--- src/rtl/core/nns_pkg.sv ---
`default_nettype none

package nns_pkg;

    // Line store and scale limits.
    localparam int MAX_WIDTH   = 4096;
    localparam int MAX_FACTOR  = 16;
    localparam int COL_W       = $clog2(MAX_WIDTH);
    localparam int WID_W       = 13;
    localparam int FAC_W       = 5;
    localparam int PH_W        = $clog2(MAX_FACTOR);

    // Configuration port.
    localparam int CFG_IDX_W   = 2;
    localparam int CFG_DATA_W  = WID_W;
    localparam logic [CFG_IDX_W-1:0] REG_MODE     = 2'd0;
    localparam logic [CFG_IDX_W-1:0] REG_FACTOR   = 2'd1;
    localparam logic [CFG_IDX_W-1:0] REG_IN_WIDTH = 2'd2;

    // Field codes.
    localparam logic CMD_PIXEL    = 1'b0;
    localparam logic CMD_TICK     = 1'b1;
    localparam logic MODE_ENLARGE = 1'b0;
    localparam logic MODE_SHRINK  = 1'b1;

    // Job queue between front and back.
    localparam int QUEUE_DEPTH = 4;
    localparam int QPTR_W      = $clog2(QUEUE_DEPTH);
    localparam int QCNT_W      = $clog2(QUEUE_DEPTH + 1);

    typedef struct packed {
        logic       cmd;
        logic [7:0] blue;
        logic [7:0] green;
        logic [7:0] red;
    } in_item_t;

    typedef struct packed {
        logic [7:0] out_blue;
        logic [7:0] out_green;
        logic [7:0] out_red;
        logic       end_of_line;
        logic [1:0] pad_bytes;
        logic       last;
    } out_item_t;

    // One run of identical output pixels.
    typedef struct packed {
        logic [7:0]       blue;
        logic [7:0]       green;
        logic [7:0]       red;
        logic [FAC_W-1:0] count;
        logic             eol;
        logic [1:0]       pad;
    } job_t;

    // Effective configuration and the values derived from it.
    typedef struct packed {
        logic             mode;
        logic [FAC_W-1:0] factor;
        logic [WID_W-1:0] width;
        logic [1:0]       pad_up;
        logic [1:0]       pad_down;
        logic [COL_W-1:0] last_kept;
        logic [PH_W-1:0]  col_mod;
        logic [PH_W-1:0]  row_wrap;
        logic             load;
        logic             busy;
    } cfg_t;

    typedef struct packed {
        logic [COL_W-1:0] column;
        logic [PH_W-1:0]  row_phase;
    } fe_status_t;

endpackage

`default_nettype wire

--- src/rtl/core/nns_setup.sv ---
`default_nettype none

module nns_setup (
    input  wire logic                           clk,
    input  wire logic                           rst_n,
    input  wire logic                           cfg_write,
    input  wire logic [nns_pkg::CFG_IDX_W-1:0]  cfg_index,
    input  wire logic [nns_pkg::CFG_DATA_W-1:0] cfg_data,
    input  wire nns_pkg::fe_status_t            status,
    output nns_pkg::cfg_t                       cfg
);
    import nns_pkg::*;

    localparam int STEP_W = $clog2(WID_W);
    localparam logic [STEP_W-1:0] STEP_LAST = STEP_W'(WID_W - 1);

    localparam logic [1:0] ST_IDLE   = 2'd0;
    localparam logic [1:0] ST_RUN    = 2'd1;
    localparam logic [1:0] ST_FINISH = 2'd2;

    localparam logic [1:0] OP_COL = 2'd0;
    localparam logic [1:0] OP_WID = 2'd1;
    localparam logic [1:0] OP_ROW = 2'd2;

    logic             mode_reg;
    logic [FAC_W-1:0] factor_reg;
    logic [WID_W-1:0] width_reg;

    logic [1:0]        state_reg, state_next;
    logic [1:0]        op_reg, op_next;
    logic [STEP_W-1:0] step_reg, step_next;
    logic [PH_W-1:0]   rem_reg, rem_next;
    logic [WID_W-1:0]  quo_reg, quo_next;
    logic [PH_W-1:0]   col_mod_reg, col_mod_next;
    logic [PH_W-1:0]   row_wrap_reg, row_wrap_next;
    logic [WID_W-1:0]  qw_reg, qw_next;
    logic [COL_W-1:0]  last_kept_reg, last_kept_next;
    logic [1:0]        pad_down_reg, pad_down_next;

    logic [FAC_W-1:0]       f_eff;
    logic [WID_W-1:0]       w_eff;
    logic [WID_W-1:0]       dividend;
    logic [FAC_W-1:0]       rem_sh;
    logic                   fits;
    logic [FAC_W-1:0]       rem_diff;
    logic [PH_W-1:0]        rem_new;
    logic [WID_W-1:0]       quo_new;
    logic [WID_W+FAC_W-1:0] kept_prod;
    logic [WID_W-1:0]       out_w;
    logic [3:0]             pad_up_prod;

    always_ff @(posedge clk or negedge rst_n)
    begin
        if (!rst_n)
        begin
            mode_reg   <= MODE_ENLARGE;
            factor_reg <= FAC_W'(1);
            width_reg  <= WID_W'(1);
        end
        else if (cfg_write)
        begin
            case (cfg_index)
                REG_MODE:     mode_reg   <= cfg_data[0];
                REG_FACTOR:   factor_reg <= cfg_data[FAC_W-1:0];
                REG_IN_WIDTH: width_reg  <= cfg_data[WID_W-1:0];
                default:      ;
            endcase
        end
    end

    // Out-of-range settings are clamped.
    always_comb
    begin
        if (factor_reg == '0)
            f_eff = FAC_W'(1);
        else if (factor_reg > FAC_W'(MAX_FACTOR))
            f_eff = FAC_W'(MAX_FACTOR);
        else
            f_eff = factor_reg;

        if (width_reg == '0)
            w_eff = WID_W'(1);
        else if (width_reg > WID_W'(MAX_WIDTH))
            w_eff = WID_W'(MAX_WIDTH);
        else
            w_eff = width_reg;
    end

    // Restoring division by the factor, one quotient bit per cycle.
    always_comb
    begin
        case (op_reg)
            OP_COL:  dividend = {1'b0, status.column};
            OP_WID:  dividend = w_eff - WID_W'(1);
            OP_ROW:  dividend = WID_W'(status.row_phase) + WID_W'(1);
            default: dividend = '0;
        endcase
    end

    assign rem_sh   = {rem_reg, dividend[step_reg]};
    assign fits     = (rem_sh >= f_eff);
    assign rem_diff = rem_sh - f_eff;
    assign rem_new  = fits ? rem_diff[PH_W-1:0] : rem_sh[PH_W-1:0];
    assign quo_new  = {quo_reg[WID_W-2:0], fits};

    assign kept_prod   = (WID_W+FAC_W)'(qw_reg) * (WID_W+FAC_W)'(f_eff);
    assign out_w       = qw_reg + WID_W'(1);
    assign pad_up_prod = {2'b00, w_eff[1:0]} * {2'b00, f_eff[1:0]};

    always_comb
    begin
        state_next     = state_reg;
        op_next        = op_reg;
        step_next      = step_reg;
        rem_next       = rem_reg;
        quo_next       = quo_reg;
        col_mod_next   = col_mod_reg;
        row_wrap_next  = row_wrap_reg;
        qw_next        = qw_reg;
        last_kept_next = last_kept_reg;
        pad_down_next  = pad_down_reg;

        case (state_reg)
            ST_IDLE:
            begin
            end
            ST_RUN:
            begin
                rem_next  = rem_new;
                quo_next  = quo_new;
                step_next = step_reg - STEP_W'(1);
                if (step_reg == '0)
                begin
                    rem_next  = '0;
                    quo_next  = '0;
                    step_next = STEP_LAST;
                    case (op_reg)
                        OP_COL:  col_mod_next  = rem_new;
                        OP_WID:  qw_next       = quo_new;
                        OP_ROW:  row_wrap_next = rem_new;
                        default: ;
                    endcase
                    if (op_reg == OP_ROW)
                        state_next = ST_FINISH;
                    else
                        op_next = op_reg + 2'd1;
                end
            end
            ST_FINISH:
            begin
                last_kept_next = kept_prod[COL_W-1:0];
                pad_down_next  = out_w[1:0];
                state_next     = ST_IDLE;
            end
            default:
            begin
                state_next = ST_IDLE;
            end
        endcase

        if (cfg_write)
        begin
            state_next = ST_RUN;
            op_next    = OP_COL;
            step_next  = STEP_LAST;
            rem_next   = '0;
            quo_next   = '0;
        end
    end

    always_ff @(posedge clk or negedge rst_n)
    begin
        if (!rst_n)
        begin
            state_reg     <= ST_IDLE;
            op_reg        <= OP_COL;
            step_reg      <= STEP_LAST;
            rem_reg       <= '0;
            quo_reg       <= '0;
            col_mod_reg   <= '0;
            row_wrap_reg  <= '0;
            qw_reg        <= '0;
            last_kept_reg <= '0;
            pad_down_reg  <= 2'd1;
        end
        else
        begin
            state_reg     <= state_next;
            op_reg        <= op_next;
            step_reg      <= step_next;
            rem_reg       <= rem_next;
            quo_reg       <= quo_next;
            col_mod_reg   <= col_mod_next;
            row_wrap_reg  <= row_wrap_next;
            qw_reg        <= qw_next;
            last_kept_reg <= last_kept_next;
            pad_down_reg  <= pad_down_next;
        end
    end

    assign cfg.mode      = mode_reg;
    assign cfg.factor    = f_eff;
    assign cfg.width     = w_eff;
    assign cfg.pad_up    = pad_up_prod[1:0];
    assign cfg.pad_down  = pad_down_reg;
    assign cfg.last_kept = last_kept_reg;
    assign cfg.col_mod   = col_mod_reg;
    assign cfg.row_wrap  = row_wrap_reg;
    assign cfg.load      = (state_reg == ST_FINISH);
    assign cfg.busy      = (state_reg != ST_IDLE);

endmodule

`default_nettype wire

--- config.mk ---
export PLATFORM = sky130hd
export DESIGN_NAME = nns_setup
export DESIGN_NICKNAME = d
export VERILOG_FILES = /design/src/rtl/core/nns_pkg.sv /design/src/rtl/core/nns_setup.sv
export SDC_FILE = /design/constraint.sdc
export NUM_CORES = 1
export LEC_CHECK = 0
export BUFFER_PORTS_ARGS = -buffer_cell sky130_fd_sc_hd__buf_2
export CAP_MARGIN = 20
export CORE_MARGIN = 1
export CORE_UTILIZATION = 55
export CTS_BUF_LIST = sky130_fd_sc_hd__clkbuf_8 sky130_fd_sc_hd__clkbuf_16
export CTS_CLUSTER_SIZE = 40
export DETAILED_ROUTE_END_ITERATION = 12
export PLACE_DENSITY = 0.75
export SYNTH_ARGS = -nofsm -noshare
export SYNTH_HDL_FRONTEND = slang
export SYNTH_SLANG_ARGS = --single-unit
--- constraint.sdc ---
create_clock -name clk -period 13.4 [get_ports clk]
set_input_delay 2.01 -clock clk [delete_from_list [all_inputs] [get_ports clk]]
set_output_delay 2.01 -clock clk [all_outputs]
set_load 0.05 [all_outputs]
Word level (Yosys, flattened, before mapping)

Cells that the tools add are included.

$add $sub $neg: 6
$mul: 2
Divide/modulo/power cells: 0
Order comparisons: 4
Eq/ne operators: 10
Shifts and indexed selects: 0
Muxes and demuxes: 25
Bitwise logic cells: 0
Reduce and logical (&&, ||, !) cells: 17

Operator list:

| cell                                                 | number |
|---|---|
| one-hot mux 13 bit (3 select lines)                  | 1 |
| 2-to-1 mux 12 bit                                    | 3 |
| 2-to-1 mux 4 bit                                     | 7 |
| 2-to-1 mux 13 bit                                    | 2 |
| AND reduction 3 bit                                  | 5 |
| 2-to-1 mux 2 bit                                     | 7 |
| > comparator 13 bit (second input constant)          | 1 |
| zero test 13 bit                                     | 1 |
| multiplier 13 x 5 -> 12 bit                          | 1 |
| subtractor 13 x 1 -> 13 bit (second input constant)  | 1 |
| 2-to-1 mux 5 bit                                     | 2 |
| equality test 2 x 1 -> 1 bit (second input constant) | 3 |
| equality test 2 bit (second input constant)          | 3 |
| zero test 2 bit                                      | 3 |
| != test 3 bit (second input constant)                | 2 |
| AND reduction 2 bit                                  | 3 |
| nonzero test 2 bit                                   | 3 |
| adder 4 x 1 -> 5 bit (second input constant)         | 1 |
| greater-or-equal comparator 5 bit                    | 1 |
| > comparator 5 bit (second input constant)           | 1 |
| zero test 5 bit                                      | 1 |
| < comparator 4 x 5 -> 1 bit (second input constant)  | 1 |
| adder 2 x 1 -> 2 bit (second input constant)         | 2 |
| binary-select mux 1 bit (select 4 bit)               | 1 |
| 7 further kinds                                      | 8 |

Register bits after elaboration: 78
Bits in latches: 0
Bits in writable memories: 0
Memory bits (read-only): 0
Bits of input ports: 34
Output and inout port bits: 45
Memories kept: 0

Depth between registers and ports, before layout

Gate-level depths: netlist of the first run.

Depth after elaboration: 12
Depth in mapped cells: 21

Least setup slack after synthesis of the first run

Ideal clock, no wire load.

Kind: input to register
Start point: input port status[0] (netlist bit)
End point: register rem_reg[1]
Data arrival time: 4.582 ns
Data required time: 13.270 ns
Path slack: 8.688 ns
Cell stages on the path: 14
Path through: ha_1 > a22oi_1 > a32oi_1 > o211ai_1 > a41o_1 > a32o_1 > nor2b_1 > ha_1 > nand3_1 > a31oi_1 > a211oi_1 > clkbuf_1 > mux2i_1 > o21ai_0

Cells in the longest elaborated chain, start to end: 9
Elaborated cells on any way between the ends: 10

Ends and longest elaborated chain:

| what                                                                  | line                               | source |
|---|---|---|
| from (decl)                                                           | nns_setup.sv:9                     | `input wire nns_pkg::fe_status_t status,` |
| adder 4 x 1 -> 5 bit *                                                | nns_setup.sv:95                    | `OP_ROW: dividend = WID_W'(status.row_phase) + WID_W'(1);` |
| one-hot mux 13 bit (3 select lines) *                                 | nns_setup.sv:92                    | `case (op_reg)` |
| binary-select mux 1 bit (select 4 bit) *                              | nns_setup.sv:100                   | `assign rem_sh = {rem_reg, dividend[step_reg]};` |
| 2-to-1 mux 1 bit (implied by the code) *                              | nns_setup.sv:100                   |  |
| subtractor 4 bit or greater-or-equal comparator 5 bit (tied branches) | nns_setup.sv:102, nns_setup.sv:101 |  |
| 2-to-1 mux 4 bit *                                                    | nns_setup.sv:103                   | `assign rem_new = fits ? rem_diff[PH_W-1:0] : rem_sh[PH_W-1:0];` |
| 2-to-1 mux 4 bit *                                                    | nns_setup.sv:132                   | `if (step_reg == '0)` |
| 2-to-1 mux 4 bit *                                                    | nns_setup.sv:123                   | `case (state_reg)` |
| 2-to-1 mux 4 bit *                                                    | nns_setup.sv:161                   | `if (cfg_write)` |
| to (signal assigned)                                                  | nns_setup.sv:191                   | `rem_reg <= rem_next;` |
| to (decl)                                                             | nns_setup.sv:32                    | `logic [PH_W-1:0] rem_reg, rem_next;` |

Mark *: on every way between the ends. The rest lies on a longest branch, timed or not. The select of a mux whose other input is x is not followed.
A chain may end at the register's enable or synchronous reset.

Worst setup path in the final report of the first run

Start point: register factor_reg[4]
End point: register last_kept_reg[10]

Cells in the longest elaborated chain, start to end: 4
Elaborated cells on any way between the ends: 5

Ends and longest elaborated chain:

| what                          | line             | source |
|---|---|---|
| from (decl)                   | nns_setup.sv:26  | `logic [FAC_W-1:0] factor_reg;` |
| from (signal assigned)        | nns_setup.sv:64  | `REG_FACTOR: factor_reg <= cfg_data[FAC_W-1:0];` |
| > comparator 5 bit            | nns_setup.sv:76  | `else if (factor_reg > FAC_W'(MAX_FACTOR))` |
| 2-to-1 mux 5 bit              | nns_setup.sv:76  |  |
| 2-to-1 mux 5 bit *            | nns_setup.sv:74  | `if (factor_reg == '0)` |
| multiplier 13 x 5 -> 12 bit * | nns_setup.sv:106 | `assign kept_prod = (WID_W+FAC_W)'(qw_reg) * (WID_W+FAC_W)'(f_eff);` |
| to (signal assigned)          | nns_setup.sv:196 | `last_kept_reg <= last_kept_next;` |
| to (decl)                     | nns_setup.sv:37  | `logic [COL_W-1:0] last_kept_reg, last_kept_next;` |

Mark *: on every way between the ends. The rest lies on a longest branch, timed or not.

==> flow_metrics.tcl, run 1 <==
set metrics [dict create \
    outcome "complete, no violations" \
    grt_pass1_wl_um 20100 \
    syn_area_mm2 0.00536 \
    cts_resized 0 \
    viasPerCell 5.67 \
    initial_utilization_pct 57.5 \
    antenna_cells 0 \
    hpwl_um 9090 \
    numCtsBuffers 9 \
    min_period_ns 4.93 \
    nFillCells 794 \
    ys_top_cells_by_area "dfrtp_1, fa_1, mux2_2, ha_1, nand2_1" \
    wl_um 12100 \
    antenna_found_initial 0 \
    synth_area_per_cell_um2 9.73 \
    dieArea_mm2 0.0101 \
    drc 0 \
    num_rows 35 \
    async_flop_share_pct 100 \
    drv_slew 0 \
    pwr_density_cell_mw_per_mm2 121 \
    synth_edf_count 0 \
    ys_ff_latch 76 \
    synth_top_area_cell "dfrtp_1" \
    worstPathCellList "nor2b_1 > nand2_1 > fa_1 > fa_1 > fa_1 > inv_1 > ha_1 > a21o_1 > a21oi_1 > o21bai_1 > a211o_1 > a2111o_1 > nand3_1" \
    clock_skew_ns 0.00986 \
    grt-ovfl-total 0 \
    io_pins 79 \
    yosysUniqueCellTypes 64 \
    power_leakage_nw 2.94 \
    synth.most_common_cell "nand2_1" \
    min_from "last_kept_reg[7]" \
    grt_usage_pct 25.6 \
    drt-wirelength-per-cell_um 16.3 \
    crit_path_max_incr_delay_ns 0.82 \
    yosys_warnings 0 \
    clk_pin_slew_ns 0.09 \
    setup_viol 0 \
    syn_nets 635 \
    ctsHoldBuffers 0 \
    hold_depth 2 \
    seq_area_frac_synth_pct 35.6 \
    min_to "last_kept_reg[7]" \
    slowest_stage "nor2b_1" \
    critPathRequiredTime_ns 13.70 \
    first_global_vias 4122 \
    ant_nets 0 \
    power.total_uw 729 \
    fmax_mhz 203 \
    stdcell_count 745 \
    critPathArrivalTime_ns 5.22 \
    cp-start-kind "register" \
    place.gp.congestion 0.901 \
    vias 4227 \
    r2r_slack_ns 8.47 \
    cts_tree "built" \
    drive_gt1_share_pct 24.2 \
    grt_max_degree 77 \
    port-buffer-count 78 \
    r2r-start "factor_reg[4]" \
    final_hold_viol_count 0 \
    whs_ns 0.476 \
    chipHeight_um 101 \
    cap_violations 0 \
    ys.flop_type "dfrtp_1" \
    cts_max_path_buffers 2 \
    ys_top_cells_by_count "nand2_1, dfrtp_1, inv_1" \
    final_nets 695 \
    drt-initial-drc-count 256 \
    post-route-period-util_pct 36.8 \
    crit_type "reg -> reg" \
    largest_register_ffs 13 \
    clock-sinks 76 \
    cts_root_buffer "clkbuf_8" \
    hold_class "reg -> reg" \
    tightest_slew_ns 1.05 \
    vdd.ir_drop.worst_mv 0.0870 \
    worstSetupEndpointType "register" \
    synth_top_cell_area_share_pct 33.1 \
    core_area_mm2 0.00933 \
    cpMostUsedCell "fa_1" \
    dp.cells 728 \
    clock_latency_ns 0.36 \
    rsz0062_at_grt "false" \
    syn2layout_area_growth_pct 12.1 \
    syn_inst 551 \
    path_max_fanout 15 \
    slew_headroom_pct 29.6 \
    reg2reg_to "last_kept_reg[10]" \
    htreeDepth 3 \
    dr.pass1.iters 4 \
    finalSetupTns_ns 0 \
    r2r_cells 13 \
    post_cts_buffers 0 \
    fp.dieW_um 101 \
]
==> final cells by class <==
type | instances | area [µm²] | share of cell area [%]
well taps | 129 | 161 | 2.69
inverters | 38 | 143 | 2.37
flip-flops and latches | 76 | 1910 | 31.7
multi-input cells | 405 | 3180 | 52.9
clock inverters | 7 | 80.1 | 1.33
clock buffers | 9 | 124 | 2.06
repair buffers | 81 | 415 | 6.91
==> worst max-delay path: cells and delay by family, from the launching register on <==
family                     cells  cell delay [ns]
adders and majority gates      4             1.92
and+or+nand+nor                3             1.07
buffers and inverters          1             0.04
AOI/OAI and AO/OA              5             1.28
DFF                            1             0.56
==> power breakdown <==
group | total, mW | leakage (nW) | internal, mW | switching [mW]
Sequential | 0.293 | 0.964 | 0.255 | 0.0375
Clock | 0.186 | 0.103 | 0.0890 | 0.0968
Combinational | 0.251 | 1.87 | 0.0854 | 0.165
Total | 0.729 | 2.94 | 0.429 | 0.299
==> metal layers <==
metal  share of wire [%]  GRT usage (%)
met5                   0              0
met2                  50           43.8
met3                 3.8           3.68
met4                 1.6           8.58
met1                  44           33.5
==> worst max-delay path by stage <==
| stage | cells past startpoint | slack [ns] | startpoint | endpoint |
|---|---|---|---|---|
| final | 13 | 8.47 | factor_reg[4] | last_kept_reg[10] |
| after global routing | 13 | 8.18 | factor_reg[4] | last_kept_reg[10] |
| after global placement | 15 | 8.40 | status[0] | rem_reg[0] |
| after CTS | 13 | 8.52 | factor_reg[4] | last_kept_reg[10] |
| after detailed placement | 14 | 8.25 | status[0] | row_wrap_reg[1] |
| after floorplan | 14 | 8.69 | status[0] | rem_reg[1] |
==> layout by cell type, fill, tap and decap left out, types with 5 or more instances in the layout <==
master    count
a22o_1       10
clkbuf_8      9
ha_1         26
nand3_1       8
a31oi_1       6
nor4_1        6
nor2b_1      20
buf_2        77
xnor2_1      12
nand2_1      73
mux2_2       35
mux2i_1       5
nand2b_1      9
nor3_1        6
nor2_1       13
o211ai_1      6
nand3b_1      6
and2_1       24
and3_1        5
dfrtp_1      71
fa_1         24
or3_1         6
a221oi_1      5
xor2_1        9
dfstp_2       5
o31ai_1       5
inv_1        38
a21oi_1      13
o21ai_0      26
==> logic make-up (layout without fill, tap and decap cells) <==
logic type	after synthesis	in the layout	share of synthesized area [%]
DFF	76	76	35.6
muxes	40	40	8.28
xor gates and xnor gates	22	22	3.85
adders and majority gates	50	50	15.0
AOI/OAI and AO/OA	101	101	13.3
and+or+nand+nor	192	192	18.8
buffers and inverters	70	135	5.11
==> through the flow <==
stage          utilization [%]  cell area (µm²)  worst slack, ns
2_1_floorplan                -             5360             8.69
3_3_place_gp              62.2             5800             8.40
3_5_place_dp              62.2             5800             8.25
4_1_cts                   64.4             6000             8.52
5_1_grt                   64.4             6010             8.18
6_report                  64.4             6010             8.47
No activity file was read; power rests on OpenSTA's default activity.
==> run 2: changes to the inputs <==
--- a/config.mk
+++ b/config.mk
@@ -5,10 +5,11 @@
 export SDC_FILE = /design/constraint.sdc
 export NUM_CORES = 1
 export LEC_CHECK = 0
+export ABC_AREA = 1
 export BUFFER_PORTS_ARGS = -buffer_cell sky130_fd_sc_hd__buf_2
 export CAP_MARGIN = 20
 export CORE_MARGIN = 1
-export CORE_UTILIZATION = 55
+export CORE_UTILIZATION = 52
 export CTS_BUF_LIST = sky130_fd_sc_hd__clkbuf_8 sky130_fd_sc_hd__clkbuf_16
 export CTS_CLUSTER_SIZE = 40
 export DETAILED_ROUTE_END_ITERATION = 12
==> constraint.sdc (replaced) <==
create_clock -name clk -period 4.2 [get_ports clk]
set_input_delay 0.63 -clock clk [delete_from_list [all_inputs] [get_ports clk]]
set_output_delay 0.63 -clock clk [all_outputs]
set_load 0.05 [all_outputs]
==> run 2 against run 1 <==
Net effect: the run now ends with setup timing left; total power increased to 3.4 times the previous value; clock skew increased by 0.0010 ns; largest power group is now combinational cells; flip-flop and latch count unchanged; combinational power increased to 3.8 times the previous value; critical path type unchanged; setup slack got worse by 8.6 ns; cell count increased by 22%; die area increased by 4.1%.
==> flow_metrics.tcl, run 2 <==
set metrics [dict create \
    ys_top_cells_by_area "dfrtp_1, nand2_1, fa_1, inv_1, ha_1" \
    seqCellArea_mm2 0.00191 \
    syn2layout_area_growth_pct 16.9 \
    violations "setup timing" \
    ys.flop_type "dfrtp_1" \
    viasPerCell 5.21 \
    multiInputGateArea_mm2 0.00291 \
    hpwl_um 9850 \
    synth_fa_ha_area_share_pct 15.3 \
    io_pins 79 \
    hold_class "in -> async" \
    place.gp.congestion 0.935 \
    syn_area_mm2 0.00528 \
    nFillCells 904 \
    cts_max_path_buffers 2 \
    chipHeight_um 103 \
    synth_edf_count 0 \
    syn_nets 765 \
    clock-sinks 76 \
    first_global_vias 4477 \
    synth_compound_gate_area_share_pct 12.6 \
    grtUsageMet2_pct 42.6 \
    grt_pass1_wl_um 20900 \
    synth.most_common_cell "nand2_1" \
    ys_top_cells_by_count "nand2_1, inv_1, dfrtp_1" \
    synthMuxAreaShare_pct 0.616 \
    worstSetupEndpointType "register" \
    cp-start-kind "register" \
    port-buffer-count 78 \
    synth_xor_area_share_pct 2.16 \
    largest_register_ffs 13 \
    slew_headroom_pct 36.2 \
    pwr_density_cell_mw_per_mm2 397 \
    final_common_cell "nand2_1" \
    grt_usage_pct 25.7 \
    yosysUniqueCellTypes 45 \
    initial_utilization_pct 53.8 \
    power_leakage_nw 3.18 \
    min_period_ns 4.29 \
    layout_common_cells "nand2_1, inv_1, buf_2" \
    numCtsBuffers 9 \
    synth_top_cell_area_share_pct 33.6 \
    drt-initial-drc-count 284 \
    use_met1_pct 34.2 \
    clk_pin_slew_ns 0.09 \
    drive_gt1_share_pct 20.7 \
    grt-ovfl-total 0 \
    fp.dieW_um 103 \
    grt_max_degree 43 \
    synth_top_area_cell "dfrtp_1" \
    post-route-period-util_pct 102 \
    r2r-start "factor_reg[2]" \
    clock_skew_ns 0.0109 \
    antenna_cells 0 \
    use_met3_pct 4.68 \
    cts_root_buffer "clkbuf_8" \
    ys_ff_latch 76 \
    ctsHoldBuffers 0 \
    r2r_slack_ns -0.09 \
    wl_um 12700 \
    yosys_warnings 0 \
    critPathRequiredTime_ns 4.48 \
    rsz0062_at_grt "true" \
    synth-simple-area-share_pct 22.9 \
    fmax_mhz 233 \
    path_max_fanout 4 \
    syn_inst 681 \
    synth_top_family_by_area "simple AND/OR/NAND/NOR gates" \
    reg2reg_to "last_kept_reg[10]" \
    async_flop_share_pct 100 \
    vdd.ir_drop.worst_mv 0.317 \
    drt-wirelength-per-cell_um 13.9 \
    htreeDepth 3 \
    ant_nets 0 \
    dieArea_mm2 0.0106 \
    fin_ws_ns -0.0856 \
    num_rows 36 \
    setup_viol 2 \
    critPathArrivalTime_ns 4.57 \
    outcome "finished with violations" \
    tightest_slew_ns 0.954 \
    antenna_found_initial 0 \
    drv_slew 0 \
    clock_latency_ns 0.36 \
    final_nets 855 \
    drc 0 \
    synth_area_per_cell_um2 7.76 \
    vias 4738 \
    seq_area_frac_synth_pct 36.1 \
    final_hold_viol_count 0 \
    place_ws_ns -0.0372 \
    power.total_mw 2.45 \
    cap_violations 0 \
    crit_type "reg -> reg" \
    dr.pass1.iters 5 \
    r2r_cells 21 \
    cts_tree "built" \
    grt.busiest_layer "met2" \
    whs_ns 0.169 \
    core_area_mm2 0.00982 \
]
## run 2: worst max path at each step
stage	startpoint	endpoint	slack, ns
6_report	factor_reg[2]	last_kept_reg[10]	-0.09
2_1_floorplan	factor_reg[3]	last_kept_reg[11]	-0.11
5_1_grt	factor_reg[3]	last_kept_reg[11]	-0.39
4_1_cts	factor_reg[1]	last_kept_reg[11]	0.004
3_3_place_gp	factor_reg[3]	last_kept_reg[11]	0.12
3_5_place_dp	factor_reg[3]	last_kept_reg[11]	-0.04
## run 2: report_power, final
| part | internal [mW] | leakage, nW | total, mW | switching [mW] |
|---|---|---|---|---|
| Combinational | 0.296 | 2.12 | 0.965 | 0.669 |
| Clock | 0.284 | 0.103 | 0.598 | 0.314 |
| Sequential | 0.817 | 0.959 | 0.889 | 0.0724 |
## run 2: logic make-up after synthesis
logic type / Yosys count
flops: 76
mux: 3
xor+xnor: 13
fa+ha+maj: 50
simple gates: 282
buf+inv: 139
compound gates: 118
## run 2: layout make-up
cell class                 instances  area share (%)
timing repair buffer              97            8.63
clock inverter                     7            1.30
sequential                        76            30.9
inverter                         121            7.36
clock buffer                       9            2.01
multi-input combinational        466            47.1
tap                              133            2.70
## run 2: what timing repair did
item                       4_1_cts  5_1_grt
cloned                           0        0
resized for setup                0       10
setup endpoints to repair        2        6
pin swaps                        2       21
buffers inserted                 1        5
## run 2: routing by layer
| metal | vias up | share of wire, % |
|---|---|---|
| li1 | 2330 | - |
| met1 | 2213 | 45 |
| met2 | 162 | 47 |
| met3 | 33 | 5.9 |
| met4 | 0 | 2.3 |
| met5 | - | 0 |
## run 2: worst max-delay path: stages (launching register included)
cell and delay, ns:
dfrtp_1 0.39, inv_2 0.08, nand4_1 0.19, a21oi_4 0.24, buf_4 0.14, nand2_1 0.06, fa_1 0.48, inv_1 0.05
fa_1 0.50, fa_1 0.59, ha_4 0.22, nand3_1 0.08, nand3_1 0.10, nand2_1 0.08, inv_1 0.05, or2_4 0.22
a21oi_2 0.15, inv_1 0.08, a21oi_2 0.14, o21ai_1 0.10, xnor2_1 0.12, o21ai_1 0.12
## run 2: per-stage QoR
| step | TNS, ns | cell area, µm² | util, % | std cells |
|---|---|---|---|---|
| floorplan | -0.146 | 5330 | - | 681 |
| global placement | 0 | 5890 | 60.0 | 887 |
| detailed placement | -0.0397 | 5890 | 60.0 | 887 |
| CTS | 0 | 6100 | 62.1 | 904 |
| global route | -0.740 | 6170 | 62.9 | 909 |
| finish | -0.119 | 6170 | 62.9 | 909 |
==> run 3: changes to the inputs <==
--- a/config.mk
+++ b/config.mk
@@ -9,11 +9,11 @@
 export BUFFER_PORTS_ARGS = -buffer_cell sky130_fd_sc_hd__buf_2
 export CAP_MARGIN = 20
 export CORE_MARGIN = 1
-export CORE_UTILIZATION = 52
+export CORE_UTILIZATION = 25
 export CTS_BUF_LIST = sky130_fd_sc_hd__clkbuf_8 sky130_fd_sc_hd__clkbuf_16
 export CTS_CLUSTER_SIZE = 40
 export DETAILED_ROUTE_END_ITERATION = 12
-export PLACE_DENSITY = 0.75
+export PLACE_DENSITY = 0.41
 export SYNTH_ARGS = -nofsm -noshare
 export SYNTH_HDL_FRONTEND = slang
 export SYNTH_SLANG_ARGS = --single-unit
==> run 3 against run 2 <==
Net effect: the flow now finishes without violations; wire length rose by 14%; global-route usage fell by 12 points; die area rose by 110%; core utilization fell by 31 points; critical path type unchanged; largest cell class unchanged; largest power group unchanged; highest routed layer unchanged.
==> flow_metrics.tcl, run 3 (same netlist as run 2, synthesis figures left out) <==
set metrics [dict create \
    outcome "complete, no violations" \
    worstSetupEndpointType "register" \
    antenna_cells 0 \
    drive_gt1_share_pct 21.9 \
    setup_viol 0 \
    viasPerCell 4.34 \
    clk_pin_slew_ns 0.07 \
    clock_latency_ns 0.35 \
    syn2layout_area_growth_pct 23.6 \
    cts_tree "built" \
    first_global_vias 4608 \
    htreeDepth 3 \
    place.gp.congestion 0.825 \
    hold_class "in -> async" \
    power.total_mw 2.75 \
    io_pins 79 \
    largest_register_ffs 13 \
    seq_power_share_pct 32.2 \
    stdcell_count 1051 \
    path_max_fanout 4 \
    initial_utilization_pct 25.8 \
    fp.dieW_um 147 \
    tightest_slew_ns 0.883 \
    drv_slew 0 \
    final_hold_viol_count 0 \
    p_int_mw 1.67 \
    ant_nets 0 \
    grt-ovfl-total 0 \
    grt_max_degree 54 \
    final_nets 860 \
    layout_common_cells "nand2_1, inv_1, buf_2" \
    antenna_found_initial 0 \
    numCtsBuffers 9 \
    pwr_density_cell_mw_per_mm2 422 \
    fmax_mhz 243 \
    hpwl_um 11300 \
    slew_headroom_pct 40.9 \
    p_switching_mw 1.08 \
    critPathArrivalTime_ns 4.33 \
    r2r_cells 21 \
    drc 0 \
    rsz0062_at_grt "true" \
    dp.cells 1030 \
    dieArea_mm2 0.0217 \
    num_rows 52 \
    clock_skew_ns 0.00877 \
    whs_ns 0.343 \
    clock-sinks 76 \
    power_leakage_nw 3.29 \
    ctsHoldBuffers 0 \
    final_common_cell "nand2_1" \
    post-route-period-util_pct 98.0 \
    port-buffer-count 78 \
    r2r_slack_ns 0.08 \
    cap_violations 0 \
    vdd.ir_drop.worst_mv 0.206 \
    cts_max_path_buffers 2 \
    drt-wirelength-per-cell_um 13.8 \
    critPathRequiredTime_ns 4.42 \
    cp-start-kind "register" \
    core_area_mm2 0.0205 \
    dr.pass1.iters 4 \
    finish.utilization_pct 31.9 \
    pwr-share-clk_pct 31.0 \
    min_period_ns 4.12 \
    grt_usage_pct 14.0 \
    switching_share_pct 39.2 \
    reg2reg_to "last_kept_reg[10]" \
    drt-initial-drc-count 134 \
    combPwrFrac_pct 36.8 \
    crit_type "reg -> reg" \
    chipHeight_um 147 \
    vias 4557 \
    grt_pass1_wl_um 23600 \
    cts_root_buffer "clkbuf_16" \
    wl_um 14500 \
    finalSetupTns_ns 0 \
    r2r-start "factor_reg[2]" \
]
[run 3: changes by cell type in the layout (fill, tap and decap cells not counted), sizes merged]
cell      delta
buf          +5
clkinv       +2
inv          -2
bufinv       +1
clkinvlp     -1
[run 3: metal layers]
layer / routed length, µm / global-route usage (%) / up-vias
met2: 6870 / 24.0 / 89
li1: - / - / 2346
met5: 0 / 0 / -
met1: 6840 / 17.7 / 2110
met4: 153 / 3.61 / 0
met3: 611 / 3.32 / 12
[run 3: through the flow]
stage               instance area (µm²)  setup slack [ns]
floorplan                          5330            -0.107
global placement                   6110            0.0582
detailed placement                 6110            0.0245
CTS                                6430            0.0214
global route                       6530            -0.128
finish                             6530            0.0849
[run 3: layout make-up]
class                      instances  area (µm²)
timing repair buffer             102         577
multi-input combinational        466        2940
inverter                         121         454
tap                              270         338
sequential                        76        1910
clock buffer                       9         225
fill                            2283       14000
clock inverter                     7        91.3
[run 3: timing repair]
item,CTS,global route
resized for setup,0,18
pin swaps,1,22
setup endpoints to repair,1,3
buffers inserted,0,5
[run 3: worst max-delay path by stage]
stage	slack, ns	from	depth (start not counted)	to
6_report	0.08	factor_reg[2]	21	last_kept_reg[10]
5_1_grt	-0.13	factor_reg[2]	23	last_kept_reg[11]
4_1_cts	0.02	factor_reg[0]	23	last_kept_reg[11]
3_5_place_dp	0.02	factor_reg[0]	23	last_kept_reg[11]
3_3_place_gp	0.06	factor_reg[0]	23	last_kept_reg[11]
2_1_floorplan	-0.11	factor_reg[3]	23	last_kept_reg[11]
[run 3: power groups by stage]
stage	clock (mW)	sequential, mW	combinational, mW
floorplan	0	0.955	0.633
global placement	0	0.903	1.02
detailed placement	0	0.902	1.01
CTS	0.882	0.890	1.01
global route	0.912	0.901	1.13
finish	0.853	0.887	1.01
[run 3: worst max-delay path, cell delays in order, from the launching register on]
cell and delay [ns]:
dfrtp_1 0.39, inv_2 0.06, nand4_1 0.18, a21oi_4 0.24, buf_6 0.13, nand2_4 0.04, fa_1 0.52, inv_2 0.04
fa_1 0.49, fa_1 0.60, ha_4 0.23, nand3_2 0.06, nand3_2 0.09, nand2_2 0.06, inv_2 0.03, or2_4 0.23
a21oi_4 0.13, inv_2 0.05, a21oi_2 0.12, o21ai_2 0.06, xnor2_1 0.14, o21ai_1 0.07
